### src/rtl/core/tsrtt_pkg.sv
// shared constants and types of the timestamp rtt estimator
`default_nettype none
package tsrtt_pkg;

  localparam int unsigned StoreDepthDefault = 16;

  localparam int unsigned TimeW  = 40;
  localparam int unsigned StampW = 32;
  localparam int unsigned SumW   = 41;
  localparam int unsigned TotalW = 56;
  localparam int unsigned CountW = 32;
  localparam int unsigned CfgW   = 40;
  localparam int unsigned CfgIdxW = 2;

  localparam logic [CfgIdxW-1:0] RegMaxRtt   = 2'd0;
  localparam logic [CfgIdxW-1:0] RegOutlier  = 2'd1;
  localparam logic [CfgIdxW-1:0] RegShift    = 2'd2;
  localparam logic [CfgIdxW-1:0] RegDataOnly = 2'd3;

  localparam logic [TimeW-1:0] MaxRttReset = 40'd20000000;
  localparam logic [3:0] OutlierReset = 4'd5;
  localparam logic [2:0] ShiftReset = 3'd2;
  localparam logic DataOnlyReset = 1'b1;

  // divider request / response between top and divider
  typedef struct packed {
    logic              start;
    logic [TotalW-1:0] dividend;
    logic [CountW-1:0] divisor;
  } div_req_t;

  typedef struct packed {
    logic             done;
    logic [TimeW-1:0] quotient;
  } div_rsp_t;

endpackage
`default_nettype wire

### src/rtl/core/tsrtt_store.sv
// per-direction stamp/time memory with a registered read
`default_nettype none
module tsrtt_store #(
  parameter int unsigned StoreDepth = tsrtt_pkg::StoreDepthDefault,
  localparam int unsigned AW = (StoreDepth > 1) ? $clog2(StoreDepth) : 1
) (
  input  wire logic                          clk_i,
  input  wire logic                          rd_dir_i,
  input  wire logic [AW-1:0]                 rd_addr_i,
  output logic [tsrtt_pkg::StampW-1:0]       rd_stamp_o,
  output logic [tsrtt_pkg::TimeW-1:0]        rd_time_o,
  input  wire logic                          wr_en_i,
  input  wire logic                          wr_stamp_en_i,
  input  wire logic                          wr_dir_i,
  input  wire logic [AW-1:0]                 wr_addr_i,
  input  wire logic [tsrtt_pkg::StampW-1:0]  wr_stamp_i,
  input  wire logic [tsrtt_pkg::TimeW-1:0]   wr_time_i
);
  // one half per direction, each half padded to a power of two
  logic [tsrtt_pkg::StampW-1:0] stamp_mem [2**(AW+1)];
  logic [tsrtt_pkg::TimeW-1:0]  time_mem  [2**(AW+1)];

  always_ff @(posedge clk_i) begin
    if (wr_en_i) begin
      time_mem[{wr_dir_i, wr_addr_i}] <= wr_time_i;
      if (wr_stamp_en_i) begin
        stamp_mem[{wr_dir_i, wr_addr_i}] <= wr_stamp_i;
      end
    end
    rd_stamp_o <= stamp_mem[{rd_dir_i, rd_addr_i}];
    rd_time_o <= time_mem[{rd_dir_i, rd_addr_i}];
  end
endmodule
`default_nettype wire

### config.mk
export PLATFORM = sky130hd
export DESIGN_NAME = tsrtt_store
export DESIGN_NICKNAME = d
export VERILOG_FILES = /design/src/rtl/core/tsrtt_pkg.sv /design/src/rtl/core/tsrtt_store.sv
export SDC_FILE = /design/constraint.sdc
export NUM_CORES = 2
export LEC_CHECK = 0
export BUFFER_PORTS_ARGS = -buffer_cell sky130_fd_sc_hd__buf_2
export CELL_PAD_IN_SITES_DETAIL_PLACEMENT = 1
export CELL_PAD_IN_SITES_GLOBAL_PLACEMENT = 2
export CORE_ASPECT_RATIO = 0.9
export CORE_MARGIN = 2
export CORE_UTILIZATION = 39
export CTS_BUF_LIST = sky130_fd_sc_hd__clkbuf_4
export DETAILED_ROUTE_END_ITERATION = 16
export GPL_TIMING_DRIVEN = 1
export PLACE_DENSITY_LB_ADDON = 0.12
export SLEW_MARGIN = 40
export SYNTH_ARGS = -nofsm -noshare
export SYNTH_HDL_FRONTEND = slang
export SYNTH_SLANG_ARGS = --single-unit
### constraint.sdc
create_clock -name clk_i -period 3 [get_ports clk_i]
set_clock_uncertainty 0.05 [all_clocks]
set_input_delay 0 -clock clk_i [delete_from_list [all_inputs] [get_ports clk_i]]
set_output_delay 0 -clock clk_i [all_outputs]
set_load 0.02 [all_outputs]
==> PnR_summary.wiki <==
{| class="wikitable"
! Metric !! Value
|-
| Run status || finished with violations
|-
| Violated checks || setup timing
|-
| Power density over the cells || 652 nW/um^2
|-
| Final #Nets || 4684
|-
| Data arrival, critical path || 3940 ps
|-
| Antenna violations before repair || 11
|-
| Worst endpoint required time || 3900 ps
|-
| Total number of yosys warnings || 0
|-
| Max Clock Freq || 0.329 GHz
|-
| Number of cells traversed by the worst hold path || 6
|-
| Post-synthesis sequential area ratio || 0.794
|-
| Antenna Violating Nets Remaining || 0
|-
| Dpl cells || 6730
|-
| Port-buffer cells || 156
|-
| # clock sinks || 2376
|-
| RSZ-0062 raised after global routing || no
|-
| Root Buffer || clkbuf_4
|-
| Largest net degree at the start of global routing || 59
|-
| Setup TNS || -181 ps
|-
| Buffer depth of the longest clock path || 4
|-
| P_leak || 0.0345 uW
|-
| Worst ir drop on vdd || 0.000438 V
|-
| Critical path depth || 9
|-
| Critical Path Fanout Max || 25
|-
| Max_cap viols || 0
|-
| CP bufs+invs || 7
|-
| Fillers || 20597
|-
| Instance count of the mapped netlist || 3511
|-
| Count of non-filler cells in the finished layout || 8090
|-
| Area enclosed by the die boundary || 232000 um^2
|-
| Layout cell share with drive strength beyond 1 || 0.457
|-
| Total length of routed wires || 248 mm
|-
| Clock edge transition at the registers on the reported setup and hold paths || 60 ps
|-
| Vias in the first global route || 47121
|-
| Die H || 457 um
|-
| All-layer global routing usage || 0.215
|-
| Post-detail-place hpwl || 126 mm
|-
| Syn_nets || 3596
|-
| Critical path, cell by cell || dlygate4sd3_1 > buf_2 > dlygate4sd3_1 > nand3b_1 > dlygate4sd3_1 > dlygate4sd3_1 > nor2_4 > dlygate4sd3_1 > buf_6
|-
| Unique cell type count in the Yosys netlist || 32
|-
| Count of routing violations after the opening detailed-route iteration || 4199
|-
| Worst min path class || in -> reg
|-
| Number of cell instances on the worst register-to-register path || 5
|-
| Number of placement rows || 166
|-
| CTS HTree Levels || 6
|-
| Avg Inst Size Synth || 25.3 um^2
|-
| Transition time at the pin with the least slew margin || 853 ps
|-
| Length of the first detailed-routing pass in iterations || 5
|-
| Xor and xnor fraction of the mapped netlist area || 0
|-
| TritonCTS clock tree || built
|-
| DRC viols || 0
|-
| Post-Synth Adder-Cell Area || 0
|-
| First-pass GRT wire length || 350 mm
|-
| Startpoint class of the critical path || primary input
|-
| Effective utilization at floorplan || 0.392
|-
| Total Power || 69300 uW
|-
| Kind of end point of the critical path || register
|-
| Hold slack || 161 ps
|-
| Cell taking the most area after synthesis || edfxtp_1
|-
| Final setup violating endpoints || 9
|-
| Cell types occupying the most area after synthesis || edfxtp_1 78%, mux4_2 17%, dfxtp_1 1.6%
|-
| Post-detailed-route wirelength per cell || 30.7 um
|-
| Synth top area share || 0.778
|-
| Total via count in the routed design || 43628
|-
| Total congestion overflow || 0
|-
| Placeable core region || 227000 um^2
|-
| Dominant combinational cell family by area after synthesis || multiplexers
|-
| Post-synthesis sequential element count || 2376
|-
| Ports || 157
|-
| Synth Flop Type || edfxtp_1
|-
| Growth of design area from synthesis to finish || 19.5%
|-
| Fraction of synthesis flops using an asynchronous set or reset pin || 0
|-
| Clock Latency Late Sink || 1390 ps
|-
| EDFF count, synth || 2304
|-
| Mapped cell area || 89000 um^2
|-
| Number of buffers inserted during clock tree synthesis || 636
|-
| Cell occurring most often along the worst timing path || dlygate4sd3_1
|-
| Final number of max-transition violations || 0
|-
| Hold violation total from the final report || 0
|-
| Min Tclk post-route || 3040 ps
|-
| Fraction of the cycle the final worst path needs || 1.01
|-
| Gp weighted congestion || 0.713
|-
| Least setup slack across all paths after layout || -43.3 ps
|-
| Fraction of synthesized area in multiplexers || 0.187
|-
| Synth Area in Simple Gates || 0.00487
|-
| Die width || 507 um
|-
| Biggest cell delay along the critical path || 680 ps
|-
| Crit-path slowest cell || dlygate4sd3_1
|-
| Vias/cell || 5.39
|-
| Relative slew margins || 0.429
|-
| Complex-gate fraction of the synthesized area || 0.00414
|-
| Setup CP Type || in -> reg
|-
| Kind of cell with the highest combined delay on the critical path || buffers and inverters
|}
## timing repair
| item | 4_1_cts | 5_1_grt |
|---|---|---|
| resized for setup | 0 | 3 |
| endpoints found under the hold margin | 4680 | 2240 |
| setup endpoints to repair | 0 | 26 |
| buffers inserted | 0 | 0 |
| hold buffers | 184 | 70 |
## logic make-up after synthesis
group / count (synthesis)
DFF: 2376
muxes: 802
buffers and inverters: 184
and+or+nand+nor: 99
AOI/OAI and AO/OA: 50
## cell usage after synthesis (3+ instances only)
master       n
edfxtp_1  2304
mux4_2     682
mux2_2      82
clkbuf_1    77
nor2_1      74
dfxtp_1     72
buf_2       60
mux2i_1     38
buf_4       24
buf_1       18
a221oi_1    12
o22ai_1     10
o21ai_0      8
nand2_1      5
nand3b_1     5
a211oi_1     4
a22oi_1      4
o211ai_1     4
o31a_1       4
inv_1        3
nor2b_1      3
or3b_2       3
## state kept, by name (all words and copies together), names as in the netlist
name / count
time_mem: 1280
stamp_mem: 1024
rd_time_o: 40
rd_stamp_o: 32
## metrics by stage
step           setup WS [ps]  area [um^2]   util
6_report               -43.3       106000  0.468
5_1_grt                 56.7       106000  0.468
4_1_cts                 70.6       106000  0.466
3_5_place_dp             622        96000  0.423
3_3_place_gp             599        96000  0.423
2_1_floorplan          -10.7        89000      -
## routing by layer
metal | routed length (um) | GRT usage | vias up
li1 | - | - | 17891
met1 | 113000 | 0.312 | 23828
met2 | 116000 | 0.327 | 1493
met3 | 13900 | 0.0446 | 416
met4 | 5740 | 0.0663 | 0
met5 | 0 | 0 | -
## cell type report
type	instances	area (um^2)	area share
Sequential cell	2376	70600	0.664
Tap cell	3024	3780	0.0356
Clock buffer	1001	7510	0.0707
Clock inverter	91	473	0.00445
Inverter	4	17.5	0.000165
Antenna cell	13	32.5	0.000306
Timing Repair Buffer	630	5920	0.0557
Multi-Input combinational cell	951	17900	0.169
## worst min-delay path, cell delays in order
cell and delay, ps:
dlygate4sd3_1 530, buf_2 150, nand4_1 80, buf_4 290, nor2_4 80, buf_12 220
## cell usage in the layout (no fill, tap or decap), drive strengths merged, types with 5 or more instances in the layout
cell type and n:
clkbuf 1002, diode 13, buf 451, dlygate4sd3 178, a221oi 12, mux2i 38
o22ai 10, edfxtp 2304, mux2 82, nand2 5, nand3b 5, inv 17
nor2 74, o21ai 8, dfxtp 72, clkinv 71, mux4 682
## report_power, final
group / switching [uW] / leakage (uW) / total, uW / internal [uW]
logic: 2070 / 0.00829 / 3760 / 1690
clock network: 13200 / 0.00484 / 28500 / 15400
registers: 178 / 0.0214 / 37000 / 36800
total: 15400 / 0.0345 / 69300 / 53900
## final timing paths
path                    startpoint                end  slack, ps
setup / recovery      wr_addr_i[3]    time_mem[27][8]        -40
hold / removal        wr_addr_i[1]  stamp_mem[23][12]        160
setup reg to reg  stamp_mem[19][7]      rd_stamp_o[7]        170
hold reg to reg   stamp_mem[11][3]      rd_stamp_o[3]        770
Note: power is estimated with default switching activity, not from simulation.
