==> config.mk <==
export PLATFORM = sky130hd
export DESIGN_NAME = tsrtt_div
export DESIGN_NICKNAME = d
export VERILOG_FILES = /design/src/rtl/core/tsrtt_pkg.sv /design/src/rtl/core/tsrtt_div.sv
export SDC_FILE = /design/constraint.sdc
export NUM_CORES = 1
export LEC_CHECK = 0
export BUFFER_PORTS_ARGS = -buffer_cell sky130_fd_sc_hd__buf_2
export CORE_ASPECT_RATIO = 0.5
export CORE_MARGIN = 2
export CORE_UTILIZATION = 45
export CTS_CLUSTER_SIZE = 30
export DETAILED_ROUTE_END_ITERATION = 8
export PLACE_DENSITY = 0.66
export SLEW_MARGIN = 20
export SYNTH_ARGS = -nofsm -noshare
export SYNTH_HDL_FRONTEND = slang
export SYNTH_SLANG_ARGS = --single-unit
==> constraint.sdc <==
create_clock -name clk_i -period 3.2 [get_ports clk_i]
set_clock_uncertainty 0.1 [all_clocks]
set_input_delay 0.16 -clock clk_i [delete_from_list [all_inputs] [get_ports clk_i]]
set_output_delay 0.16 -clock clk_i [all_outputs]
set_load 0.01 [all_outputs]
==> src/rtl/core/tsrtt_pkg.sv <==
// shared constants and types of the timestamp rtt estimator
`default_nettype none
package tsrtt_pkg;

  localparam int unsigned StoreDepthDefault = 16;

  localparam int unsigned TimeW  = 40;
  localparam int unsigned StampW = 32;
  localparam int unsigned SumW   = 41;
  localparam int unsigned TotalW = 56;
  localparam int unsigned CountW = 32;
  localparam int unsigned CfgW   = 40;
  localparam int unsigned CfgIdxW = 2;

  localparam logic [CfgIdxW-1:0] RegMaxRtt   = 2'd0;
  localparam logic [CfgIdxW-1:0] RegOutlier  = 2'd1;
  localparam logic [CfgIdxW-1:0] RegShift    = 2'd2;
  localparam logic [CfgIdxW-1:0] RegDataOnly = 2'd3;

  localparam logic [TimeW-1:0] MaxRttReset = 40'd20000000;
  localparam logic [3:0] OutlierReset = 4'd5;
  localparam logic [2:0] ShiftReset = 3'd2;
  localparam logic DataOnlyReset = 1'b1;

  // divider request / response between top and divider
  typedef struct packed {
    logic              start;
    logic [TotalW-1:0] dividend;
    logic [CountW-1:0] divisor;
  } div_req_t;

  typedef struct packed {
    logic             done;
    logic [TimeW-1:0] quotient;
  } div_rsp_t;

endpackage
`default_nettype wire

==> src/rtl/core/tsrtt_div.sv <==
// restoring divider, one quotient bit per cycle, saturating the mean at 40 bits
`default_nettype none
module tsrtt_div (
  input  wire logic                clk_i,
  input  wire logic                rst_ni,
  input  wire tsrtt_pkg::div_req_t req_i,
  output tsrtt_pkg::div_rsp_t      rsp_o
);
  localparam int unsigned TW = tsrtt_pkg::TotalW;
  localparam int unsigned CW = tsrtt_pkg::CountW;
  localparam int unsigned NW = $clog2(TW + 1);

  logic [TW-1:0] quo_q, quo_d;
  logic [CW-1:0] rem_q, rem_d;
  logic [CW-1:0] dvs_q, dvs_d;
  logic [NW-1:0] cnt_q, cnt_d;
  logic          busy_q, busy_d;
  logic          done_q, done_d;
  logic [CW:0]   trial;
  logic [CW+1:0] diff;

  always_comb begin
    quo_d = quo_q;
    rem_d = rem_q;
    dvs_d = dvs_q;
    cnt_d = cnt_q;
    busy_d = busy_q;
    done_d = 1'b0;
    trial = {rem_q, quo_q[TW-1]};
    diff = {1'b0, trial} - {2'b00, dvs_q};
    if (req_i.start) begin
      quo_d = req_i.dividend;
      rem_d = '0;
      dvs_d = req_i.divisor;
      cnt_d = NW'(TW);
      busy_d = 1'b1;
    end else if (busy_q) begin
      // the remainder stays below the divisor, so it fits in CW bits
      if (!diff[CW+1]) begin
        rem_d = diff[CW-1:0];
        quo_d = {quo_q[TW-2:0], 1'b1};
      end else begin
        rem_d = trial[CW-1:0];
        quo_d = {quo_q[TW-2:0], 1'b0};
      end
      cnt_d = cnt_q - 1'b1;
      if (cnt_q == NW'(1)) begin
        busy_d = 1'b0;
        done_d = 1'b1;
      end
    end
  end

  always_ff @(posedge clk_i or negedge rst_ni) begin
    if (!rst_ni) begin
      busy_q <= 1'b0;
      done_q <= 1'b0;
      cnt_q <= '0;
    end else begin
      busy_q <= busy_d;
      done_q <= done_d;
      cnt_q <= cnt_d;
    end
  end

  always_ff @(posedge clk_i) begin
    quo_q <= quo_d;
    rem_q <= rem_d;
    dvs_q <= dvs_d;
  end

  assign rsp_o.done = done_q;
  assign rsp_o.quotient = (|quo_q[TW-1:tsrtt_pkg::TimeW]) ? '1
                                                         : quo_q[tsrtt_pkg::TimeW-1:0];
endmodule
`default_nettype wire

==> flow_metrics.env, run 1 <==
export IMPL_netlist_area_um2=7210
export IMPL_cts_buffers=17
export IMPL_die_y_um=93.5
export IMPL_crit_fanout=3
export IMPL_wirelength_um=16900
export IMPL_r2r_end="rem_q[30]$_SDFFE_PP0P_"
export IMPL_drive_gt1_share_pct=32.2
export IMPL_cp_arrival_ps=3110
export IMPL_cts_setup_buffers=0
export IMPL_critPathRequiredTime_ps=3390
export IMPL_grt_usage_pct=20.6
export IMPL_status="finished clean"
export IMPL_ys_flop_type="edfxtp_1"
export IMPL_pin_count=132
export IMPL_max_slew_margin_rel_pct=55.0
export IMPL_io_buffers=131
export IMPL_nNetsFinal=999
export IMPL_grt_pass1_vias=5696
export IMPL_synth_fp_nets=783
export IMPL_num_rows=32
export IMPL_grt_pass1_wl_um=27800
export IMPL_hold_violations=0
export IMPL_period_needed_ps=2930
export IMPL_synth_async_sr_flop_share_pct=6.25
export IMPL_grt_overflow=0
export IMPL_reg2reg_from="quo_q[55]$_DFFE_PP_"
export IMPL_via_per_inst=5.16
export IMPL_fin_crit_sh_pct=91.5
export IMPL_fp_coreArea_um2=15500
export IMPL_place_area_um2=8080
export IMPL_final_area_um2=9580
export IMPL_yosysWarnings=0
export IMPL_cts_tree="done"
export IMPL_hold_path_class="in -> async"
export IMPL_initial_core_util_pct=46.4
export IMPL_syn_inst=657
export IMPL_startpoint="quo_q[55]$_DFFE_PP_"
export IMPL_dp_hpwl_um=10800
export IMPL_crit_path_end="rem_q[30]$_SDFFE_PP0P_"
export IMPL_r2r_slack_ps=270
export IMPL_max_clock_path_buffers=2
export IMPL_power_density_nw_per_um2=457
export IMPL_tightest_slew_ps=674
export IMPL_ys_types=59
export IMPL_setup_tns_ps=0
export IMPL_cts_root_buf="clkbuf_16"
export IMPL_fmax_mhz=342
export IMPL_maxCapViolCount=0
export IMPL_path_class="reg -> reg"
export IMPL_wl_per_cell_um=15.5
export IMPL_clock_sinks=128
export IMPL_vias=5633
export IMPL_drt_initial_drc_count=248
export IMPL_clk_latency_ps=420
export IMPL_worst_setup_path_end_kind="flop"
export IMPL_gp_congestion=0.807
export IMPL_fp_dieArea_um2=17100
export IMPL_antenna_found_initial=1
export IMPL_areaGrowthSynthToFinish_pct=32.9
export IMPL_drv_slew=0
export IMPL_cts_htree_levels=4
export IMPL_p_leak_nw=3.93
export IMPL_die_w_um=183
export IMPL_dr_pass1_iters=4
export IMPL_route_detailed_drc=0
export IMPL_synth_seq_area_share_pct=48.3
export IMPL_synth_edf_count=88
export IMPL_ant_nets=0
export IMPL_grt_max_degree=85
export IMPL_setup_viol=0
export IMPL_reg2regPathDepth=12
export IMPL_crit_path_start_kind="flop"
export IMPL_syn_area_per_cell_um2=11.0
export IMPL_vdd_ir_drop_max_mv=0.374
export IMPL_cts_clk_slew_worst_paths_ps=60
export IMPL_rsz0062_at_grt="no"
export IMPL_ys_seq_elements=128
## kinds of logic (layout without fill, tap and decap cells)
kind of cell    Yosys count  after routing  share of synthesized area, %
simple gates            174            174                          12.4
compound gates          137            137                          13.3
flops                   128            128                          48.3
mux                      78             78                          11.9
buf+inv                  73            302                          4.15
fa+ha+maj                35             35                          6.18
xor+xnor                 32             32                          3.89
other cells               0              1                             0
## state kept, by name (all words and copies together), names as in the netlist
name    count
done_q      1
rem_q      32
busy_q      1
cnt_q       6
quo_q      56
dvs_q      32
## synthesized netlist by cell type (all sizes together), types with 4 or more instances
cell type / count / area [um2]
edfxtp: 88 / 2640
mux2: 57 / 646
nor2: 53 / 199
inv: 41 / 154
or2: 40 / 250
a21oi: 35 / 190
ha: 34 / 425
dfxtp: 32 / 641
a211oi: 27 / 203
nand2: 26 / 97.6
clkbuf: 23 / 86.3
mux2i: 21 / 210
o21ai: 20 / 108
xnor2: 17 / 149
a21o: 15 / 113
xor2: 15 / 131
buf: 9 / 58.8
a31oi: 8 / 62.6
and3: 8 / 50.1
dfrtp: 8 / 200
nor3: 7 / 35.0
nand3: 6 / 30.0
nor2b: 6 / 37.5
nand2b: 5 / 31.3
nand4: 5 / 31.3
nor4: 5 / 31.3
o21a: 5 / 37.5
o211ai: 4 / 30.0
o21bai: 4 / 30.0
## placed cells by master (no fill, tap or decap), types with 5 or more instances in the layout
cell type | netlist | layout
nor2_1 | 53 | 53
xnor2_1 | 17 | 17
dfxtp_1 | 32 | 32
xor2_1 | 15 | 15
o21ai_0 | 15 | 15
mux2i_1 | 21 | 21
ha_1 | 34 | 34
a21oi_1 | 31 | 30
o21a_1 | 5 | 5
and3_1 | 8 | 8
buf_4 | 4 | 8
inv_1 | 41 | 40
nand4_1 | 5 | 5
a21oi_2 | 4 | 5
a31oi_1 | 6 | 6
dfrtp_1 | 8 | 7
nand2_1 | 26 | 26
nor3_1 | 7 | 7
clkbuf_16 | 0 | 17
nand2b_1 | 5 | 5
mux2_2 | 56 | 56
nor4_1 | 5 | 5
nand3_1 | 6 | 6
a21o_1 | 15 | 15
a211oi_1 | 27 | 27
buf_2 | 2 | 130
nor2b_1 | 6 | 5
dlygate4sd3_1 | 0 | 89
or2_2 | 40 | 40
edfxtp_1 | 88 | 88
## final cells by class
cell class                 instances  area (um2)
inverter                          41         154
antenna                            1        2.50
timing repair buffer             229        1640
fill                            1247        5950
clock buffer                      20         447
clock inverter                    12         134
multi-input combinational        456        3470
tap                              204         255
sequential                       128        3480
## power by group
group | leakage (nW) | internal (mW) | switching (mW)
sequential | 1.25 | 1.91 | 0.0639
clock | 0.281 | 1.17 | 0.757
combinational | 2.40 | 0.269 | 0.209
total | 3.93 | 3.35 | 1.03
## how the worst min path moves through the flow
| stage | slack (ps) | to | cells after the start |
|---|---|---|---|
| after floorplan | -240 | busy_q$_DFF_PN0_ | 0 |
| after global placement | -90 | done_q$_DFF_PN0_ | 1 |
| after detailed placement | -80 | done_q$_DFF_PN0_ | 1 |
| after CTS | 3 | done_q$_DFF_PN0_ | 2 |
| after global routing | 10 | cnt_q[2]$_DFFE_PN0P_ | 2 |
| final | 20 | cnt_q[3]$_DFFE_PN0P_ | 2 |
## metal layers
metal	track usage [%]	wire length (um)	part of all wire, %
met3	6.19	980	5.8
met1	26.8	8020	48
met5	0	0	0
met4	5.93	283	1.7
met2	33.5	7570	45
## timing repair
item | in CTS | in global routing
endpoints found under the setup margin | 0 | 3
gates resized for setup | 0 | 5
hold endpoints to repair | 96 | 0
hold buffers | 89 | 0
## worst max-delay path, stage by stage (launching register included)
cell	delay [ps]
edfxtp_1	350
inv_1	50
ha_1	220
fa_1	420
nor2b_2	160
o2111ai_2	170
a21oi_2	180
nor3_1	90
o21ai_1	220
a41oi_2	190
or3b_1	400
a41oi_2	190
nor3_1	70
## through the flow
| stage | power [mW] | utilization (%) | hold WS [ps] | setup WS [ps] | std cells |
|---|---|---|---|---|---|
| 2_1_floorplan | 2.25 | - | -236 | 407 | 657 |
| 3_5_place_dp | 2.39 | 52.0 | -85.0 | 91.3 | 969 |
| 5_1_grt | 4.55 | 61.7 | 14.2 | 49.6 | 1091 |
| 6_report | 4.38 | 61.7 | 20.4 | 273 | 1091 |
| 4_1_cts | 4.42 | 61.5 | 2.79 | 70.1 | 1090 |
| 3_3_place_gp | 2.37 | 52.0 | -86.1 | 264 | 969 |
No activity file was read; power rests on OpenSTA's default activity.
==> inputs of run 2 (changes only) <==
- HOLD_SLACK_MARGIN: unset -> 0.15
==> flow_metrics.env, run 2 (synthesized netlist as in run 1, its figures left out) <==
export IMPL_ant_nets=0
export IMPL_worstHoldStart="req_i[24]"
export IMPL_die_w_um=183
export IMPL_cts_htree_levels=4
export IMPL_wirelength_um=16800
export IMPL_vdd_ir_drop_max_mv=0.370
export IMPL_dr_pass1_iters=4
export IMPL_max_clock_path_buffers=2
export IMPL_num_rows=32
export IMPL_power_density_nw_per_um2=456
export IMPL_pin_count=132
export IMPL_cp_arrival_ps=3110
export IMPL_antenna_found_initial=1
export IMPL_worst_setup_path_end_kind="flop"
export IMPL_largest_reg_flops=56
export IMPL_drv_slew=0
export IMPL_p_int_mw=3.35
export IMPL_grt_usage_pct=20.6
export IMPL_p_sw_mw=1.03
export IMPL_cts_setup_buffers=0
export IMPL_hold_violations=0
export IMPL_finalWorstSetupSlack_ps=276
export IMPL_finalNonFillerCells=1092
export IMPL_final_cell_mix="buf_2 (130), dlygate4sd3_1 (90), edfxtp_1 (88), mux2_2 (56), nor2_1 (53)"
export IMPL_clock_sinks=128
export IMPL_via_per_inst=5.18
export IMPL_route_detailed_drc=0
export IMPL_largest_register="quo_q"
export IMPL_rsz0062_at_grt="no"
export IMPL_pre_cts_ws_ps=91.3
export IMPL_fill_cells=1246
export IMPL_status="finished clean"
export IMPL_reg_largest_list="quo_q: 56 flops, dvs_q: 32 flops, rem_q: 32 flops"
export IMPL_reg2regPathDepth=12
export IMPL_tightest_slew_ps=672
export IMPL_cts_buffers=17
export IMPL_combinationalPowerShare_pct=11.0
export IMPL_grt_overflow=0
export IMPL_die_y_um=93.5
export IMPL_grt_pass1_wl_um=27900
export IMPL_final_area_um2=9590
export IMPL_place_area_um2=8080
export IMPL_maxCapViolCount=0
export IMPL_layout_commonest_cell="buf_2"
export IMPL_startpoint="quo_q[55]$_DFFE_PP_"
export IMPL_fmax_mhz=342
export IMPL_cts_root_buf="clkbuf_16"
export IMPL_hold_depth=2
export IMPL_crit_path_start_kind="flop"
export IMPL_switching_share_pct=23.4
export IMPL_crit_fanout=3
export IMPL_clk_latency_ps=410
export IMPL_r2r_slack_ps=280
export IMPL_hold_path_class="in -> reg"
export IMPL_fp_dieArea_um2=17100
export IMPL_wl_per_cell_um=15.4
export IMPL_grt_max_degree=85
export IMPL_dp_hpwl_um=10800
export IMPL_io_buffers=131
export IMPL_cts_clk_slew_worst_paths_ps=60
export IMPL_grt_pass1_vias=5705
export IMPL_gp_congestion=0.807
export IMPL_drt_initial_drc_count=267
export IMPL_initial_core_util_pct=46.4
export IMPL_critPathRequiredTime_ps=3380
export IMPL_p_clk_share_pct=44.0
export IMPL_areaGrowthSynthToFinish_pct=33.0
export IMPL_reg2reg_from="quo_q[55]$_DFFE_PP_"
export IMPL_cts_tree="done"
export IMPL_dp_cells=969
export IMPL_vias=5656
export IMPL_period_needed_ps=2920
export IMPL_whs_ps=345
export IMPL_seqPwrFrac_pct=45.1
export IMPL_setup_viol=0
export IMPL_nNetsFinal=1000
export IMPL_fin_crit_sh_pct=91.4
export IMPL_setup_tns_ps=0
export IMPL_max_slew_margin_rel_pct=55.2
export IMPL_p_leak_nw=3.94
export IMPL_fp_coreArea_um2=15500
export IMPL_path_class="reg -> reg"
export IMPL_drive_gt1_share_pct=32.1
## run 2: area by class of cell
type | count | area, um2 | area share [%]
diodes | 1 | 2.50 | 0.0261
clock buffers | 20 | 447 | 4.66
clock inverters | 12 | 134 | 1.40
inverters | 41 | 154 | 1.60
multi-input cells | 456 | 3470 | 36.1
flip-flops and latches | 128 | 3480 | 36.3
well taps | 204 | 255 | 2.66
repair buffers | 230 | 1650 | 17.2
## run 2: layer usage
layer / global-route usage, % / share of wire [%]
met1: 26.8 / 47
met2: 33.6 / 45
met3: 6.19 / 5.9
met4: 5.93 / 1.5
met5: 0 / 0
## run 2: path summary, 6_finish.rpt
kind / endpoint
max: rem_q[30]$_SDFFE_PP0P_
min in group asynchronous: cnt_q[0]$_DFFE_PN0P_
max reg2reg: rem_q[30]$_SDFFE_PP0P_
min reg2reg: rem_q[1]$_SDFFE_PP0P_
min: dvs_q[24]$_DFFE_PP_
max in group asynchronous: busy_q$_DFF_PN0_
## run 2: power groups by stage
stage | combinational, mW | sequential (mW) | clock, mW
floorplan | 0.271 | 1.98 | 0
global placement | 0.377 | 2.00 | 0
detailed placement | 0.386 | 2.00 | 0
CTS | 0.473 | 1.97 | 1.98
global route | 0.531 | 1.98 | 2.03
finish | 0.479 | 1.97 | 1.92
## run 2: repair_timing
action	4_1_cts	5_1_grt
hold buffers	90	0
hold endpoints to repair	96	0
endpoints found under the setup margin	0	3
resized for setup	0	5
## run 2: stage by stage
| step | power (mW) | utilization (%) |
|---|---|---|
| after global routing | 4.55 | 61.8 |
| final | 4.37 | 61.8 |
| after detailed placement | 2.39 | 52.0 |
| after floorplan | 2.25 | - |
| after CTS | 4.42 | 61.6 |
| after global placement | 2.37 | 52.0 |
## run 2: critical path, stage by stage (launching register included)
cell and delay (ps):
edfxtp_1 350, inv_1 50, ha_1 210, fa_1 420
nor2b_2 160, o2111ai_2 170, a21oi_2 180, nor3_1 90
o21ai_1 220, a41oi_2 190, or3b_1 400, a41oi_2 190
nor3_1 70
